==> src/design/segi_pkg.sv <==
// Shared types and constants for the segment intersection block.
`default_nettype none

package segi_pkg;

    // Configuration register file.
    localparam int REG_W     = 34;
    localparam int CFG_IDX_W = 1;
    localparam logic [CFG_IDX_W-1:0] REG_MIN_LENGTH_SQ = 1'd0;
    localparam logic [CFG_IDX_W-1:0] REG_MIN_CROSS_ABS = 1'd1;

    // Result status codes.
    typedef logic [1:0] status_t;
    localparam status_t ST_NONE    = 2'd0;
    localparam status_t ST_OUTSIDE = 2'd1;
    localparam status_t ST_CROSS   = 2'd2;

    // Quotient bits produced by the divider; anything above BIG_LIMIT saturates.
    localparam int QUOT_W = 41;
    localparam logic [QUOT_W-1:0] BIG_LIMIT = 41'h100_0000_0000;

    // Depth of the queue between the front and back parts.
    localparam int QUEUE_DEPTH = 4;

endpackage

`default_nettype wire

==> src/design/segi_queue.sv <==
// Small register queue between the front and back parts.
`default_nettype none

module segi_queue #(
    parameter int DW = 8
) (
    input  wire logic          aclk,
    input  wire logic          aresetn,
    input  wire logic          in_valid,
    output logic               in_ready,
    input  wire logic [DW-1:0] in_data,
    output logic               out_valid,
    input  wire logic          out_ready,
    output logic [DW-1:0]      out_data
);
    import segi_pkg::*;

    localparam int AW = $clog2(QUEUE_DEPTH);
    localparam int NW = $clog2(QUEUE_DEPTH + 1);

    logic [DW-1:0] mem_reg [0:QUEUE_DEPTH-1];
    logic [AW-1:0] wr_ptr_reg, rd_ptr_reg;
    logic [NW-1:0] count_reg;
    logic          push, pop;

    assign in_ready  = count_reg != NW'(QUEUE_DEPTH);
    assign out_valid = count_reg != '0;
    assign push      = in_valid && in_ready;
    assign pop       = out_valid && out_ready;
    assign out_data  = mem_reg[rd_ptr_reg];

    always_ff @(posedge aclk) begin
        if (!aresetn) begin
            wr_ptr_reg <= '0;
            rd_ptr_reg <= '0;
            count_reg  <= '0;
        end else begin
            if (push) wr_ptr_reg <= wr_ptr_reg + 1'b1;
            if (pop)  rd_ptr_reg <= rd_ptr_reg + 1'b1;
            if (push && !pop)      count_reg <= count_reg + 1'b1;
            else if (pop && !push) count_reg <= count_reg - 1'b1;
        end
    end

    always_ff @(posedge aclk) begin
        if (push) mem_reg[wr_ptr_reg] <= in_data;
    end

endmodule

`default_nettype wire

==> config.mk <==
export PLATFORM = sky130hd
export DESIGN_NAME = segi_queue
export DESIGN_NICKNAME = d
export VERILOG_FILES = /design/src/design/segi_pkg.sv /design/src/design/segi_queue.sv
export SDC_FILE = /design/constraint.sdc
export NUM_CORES = 1
export LEC_CHECK = 0
export ABC_AREA = 1
export BUFFER_PORTS_ARGS = -buffer_cell sky130_fd_sc_hd__buf_2
export CORE_MARGIN = 10
export CORE_UTILIZATION = 60
export DETAILED_ROUTE_END_ITERATION = 10
export GPL_ROUTABILITY_DRIVEN = 0
export GPL_TIMING_DRIVEN = 0
export PLACE_DENSITY_LB_ADDON = 0.08
export REMOVE_ABC_BUFFERS = 1
export SETUP_SLACK_MARGIN = 0.5
export SLEW_MARGIN = 20
export SYNTH_ARGS = -nofsm -noshare
export SYNTH_HDL_FRONTEND = slang
export SYNTH_SLANG_ARGS = --single-unit
==> constraint.sdc <==
create_clock -name aclk -period 4.57 [get_ports aclk]
set_clock_uncertainty 0.15 [all_clocks]
set_input_delay 0.914 -clock aclk [delete_from_list [all_inputs] [get_ports aclk]]
set_output_delay 0.914 -clock aclk [all_outputs]
set_load 0.05 [all_outputs]
==> run_results.csv <==
group,metric,value,unit
global_route,grtUsageTotal,12.34,%
yosys,netlist_area,1688,µm²
global_route,grt_pass1_wl,5009,µm
critical_path,path_max_fanout,17,
sta,finalMaxSlewViolations,0,
clock_network,post_cts_resized,0,
sta,finalWorstSetupSlack,1634,ps
cells_and_area,diodes,0,
critical_path,reg2reg_depth,9,
place,hpwl,2132,µm
yosys,synth_warnings,0,
critical_path,crit_required,3510,ps
yosys,ys_seq_area_share,67.61,%
sta,tns,0,ps
detailed_routing,firstDrtPassIters,4,
clock_network,root_buffer,"clkbuf_4",
critical_path,rr_startpoint,"count_reg[1]",
global_route,antenna_found_initial,0,
critical_path,slowest_delay,720,ps
place,dp.cells,194,
cells_and_area,fin_cells,202,
clock_network,clock_path_buffers,2,
yosys,yosys.area.top_type,"edfxtp_1",
yosys,synth-seq-cells,41,
yosys,synth.distinct_cells,19,
die,die_area,5335,µm²
critical_path,r2r_slack,2580,ps
min_path,hp-class,"flip-flop to flip-flop",
power,p_leak,0.7444,nW
clock_network,cts_tree,"done",
cells_and_area,area_delta_synth_final,12.68,%
die,num_rows,19,
critical_path,start_kind,"flip-flop",
clock_network,cts_sinks,41,
place,port_buffers,21,
die,die_x,73.04,µm
detailed_routing,avgViaCountPerCell,5.262,
yosys,netlist_instances,144,
yosys,synth_top_area_share,56.93,%
global_route,grt_remaining_overflow,0,
critical_path,crit_arrival,1870,ps
cells_and_area,largest_reg_flops,32,
detailed_routing,first_iter_violations,84,
die,die_h,73.04,µm
power,cellPowerDensity,608.5,nW/µm²
place,pre_cts_ws,2016,ps
clock_network,hold_buffers,0,
cells_and_area,drive_above_1_share,23.39,%
clock_network,htree_levels,2,
detailed_routing,drc_errors,0,
clock_network,cts_buffers,5,
flow_run,drv_cap,0,
critical_path,critPathKind,"flip-flop to output pin",
sta,slew_headroom,48.40,%
critical_path,path_delay_family,"flip-flops",
critical_path,path_buf_inv,2,
sta,hold_viol,0,
die,initial_utilization,61.74,%
sta,whs,366.8,ps
critical_path,cp_cell_sequence,"inv_2 -> o21ai_0 -> o22ai_1 -> buf_2",
die,core_area,2734,µm²
critical_path,worst_r2r_endpoint,"count_reg[1]",
sta,timing.fmax,340.6,MHz
die,boundaryPins,22,
sta,rsz0062_at_grt,"no",
critical_path,worstSetupPathDepth,4,
global_route,grt_max_degree,18,
clock_network,cts_setup_buffers,0,
cells_and_area,fillers,217,
clock_network,clk_pin_slew,120,ps
sta,fin_crit_sh,64.25,%
detailed_routing,drtAntennaViolNets,0,
cells_and_area,multi_input_comb_area,464.2,µm²
clock_network,clkLatencyLatePin,350,ps
min_path,hold_depth,2,
run_status,run_status,"completed",
power,vdd_drop_max,0.4708,mV
sta,finalSetupViolCount,0,
cells_and_area,utilization,69.57,%
detailed_routing,routedWlPerCell,14.49,µm
critical_path,cp_slowest_cell,"dfxtp_1",
cells_and_area,register_area,1141,µm²
critical_path,end_kind,"output pin",
global_route,grt_pass1_vias,1111,
critical_path,crit_end,"out_data[3]",
detailed_routing,wl,2926,µm
cells_and_area,layout.nets,188,
yosys,avgSynthCellArea,11.72,µm²
sta,worstMarginPinSlew,771.1,ps
yosys,synth.area.top_cells,"edfxtp_1, dfxtp_1, nor2_1",
sta,finalCriticalPeriod,2936,ps
detailed_routing,vias,1063,
==> how the worst min path moves through the flow <==
stage | to | slack, ps | from
after floorplan | flip-flop | 310 | rd_ptr_reg[1]
after global placement | rd_ptr_reg[1] | 340 | rd_ptr_reg[1]
after detailed placement | rd_ptr_reg[1] | 350 | rd_ptr_reg[1]
after CTS | flip-flop | 370 | rd_ptr_reg[1]
after global routing | flip-flop | 410 | rd_ptr_reg[0]
final | rd_ptr_reg[1] | 370 | rd_ptr_reg[1]
==> logic make-up (layout without fill, tap and decap cells) <==
kind of cell | after synthesis | in the layout | share of synthesized area (%)
simple gates | 50 | 50 | 12.53
flops | 41 | 41 | 67.61
compound gates | 28 | 28 | 9.562
buf+inv | 18 | 45 | 4.893
fa+ha+maj | 6 | 6 | 4.893
xor+xnor | 1 | 1 | 0.5190
==> cells in the final DEF (no fill, tap or decap), types with 4 or more instances in the layout <==
master and instances:
ha_1 5, nand3_1 4, dfxtp_1 9, o21ai_0 13
edfxtp_1 32, inv_1 14, nor2_1 28, buf_2 21
nand2_1 11, o22ai_1 8, clkbuf_4 5, nand2_2 4
==> layout make-up <==
class                      count  area share [%]
inverter                      16           3.158
clock buffer                   7           4.605
tap                           31           2.039
sequential                    41           60.00
timing repair buffer          21           5.526
multi-input combinational     85           24.41
clock inverter                 1          0.2632
==> layer usage <==
| metal | up-vias | global-route usage (%) | share of wire [%] |
|---|---|---|---|
| met3 | 5 | 5.578 | 6.6 |
| met1 | 492 | 12.05 | 40 |
| met5 | - | 0 | 0 |
| met2 | 21 | 21.01 | 51 |
| met4 | 0 | 6.962 | 1.8 |
| li1 | 545 | - | - |
==> power by group <==
part | internal (W) | switching (W) | total [W]
Combinational | 0.000108 | 0.000307 | 0.000415
Sequential | 0.000458 | 0.0000442 | 0.000502
Clock | 0.000126 | 0.000115 | 0.000240
Total | 0.000692 | 0.000466 | 0.00116
==> per-stage QoR <==
step                      instance area, µm²  power [W]
final                                   1902   0.001157
after global routing                    1902   0.001234
after CTS                               1902   0.001172
after detailed placement                1809  0.0009309
after global placement                  1809  0.0009148
after floorplan                         1665  0.0008272
==> cell usage after synthesis, drive strengths merged <==
library cell and number:
o22ai 8, nand2 15, inv 16, fa 1, dfxtp 9, a21oi 3, nand3b 1, o21ai 17
ha 5, nand3 4, xor2 1, nor2 30, edfxtp 32, buf 2
==> worst reg2reg max path, stage by stage, from the launching register on <==
cell and delay, ps:
dfxtp_1 370, nor2_2 160, nand2_2 100, nand2_2 120, inv_2 60, ha_1 210
inv_1 80, fa_1 410, o21ai_0 180, nor2_1 60
(Power assumes the default switching activity.)
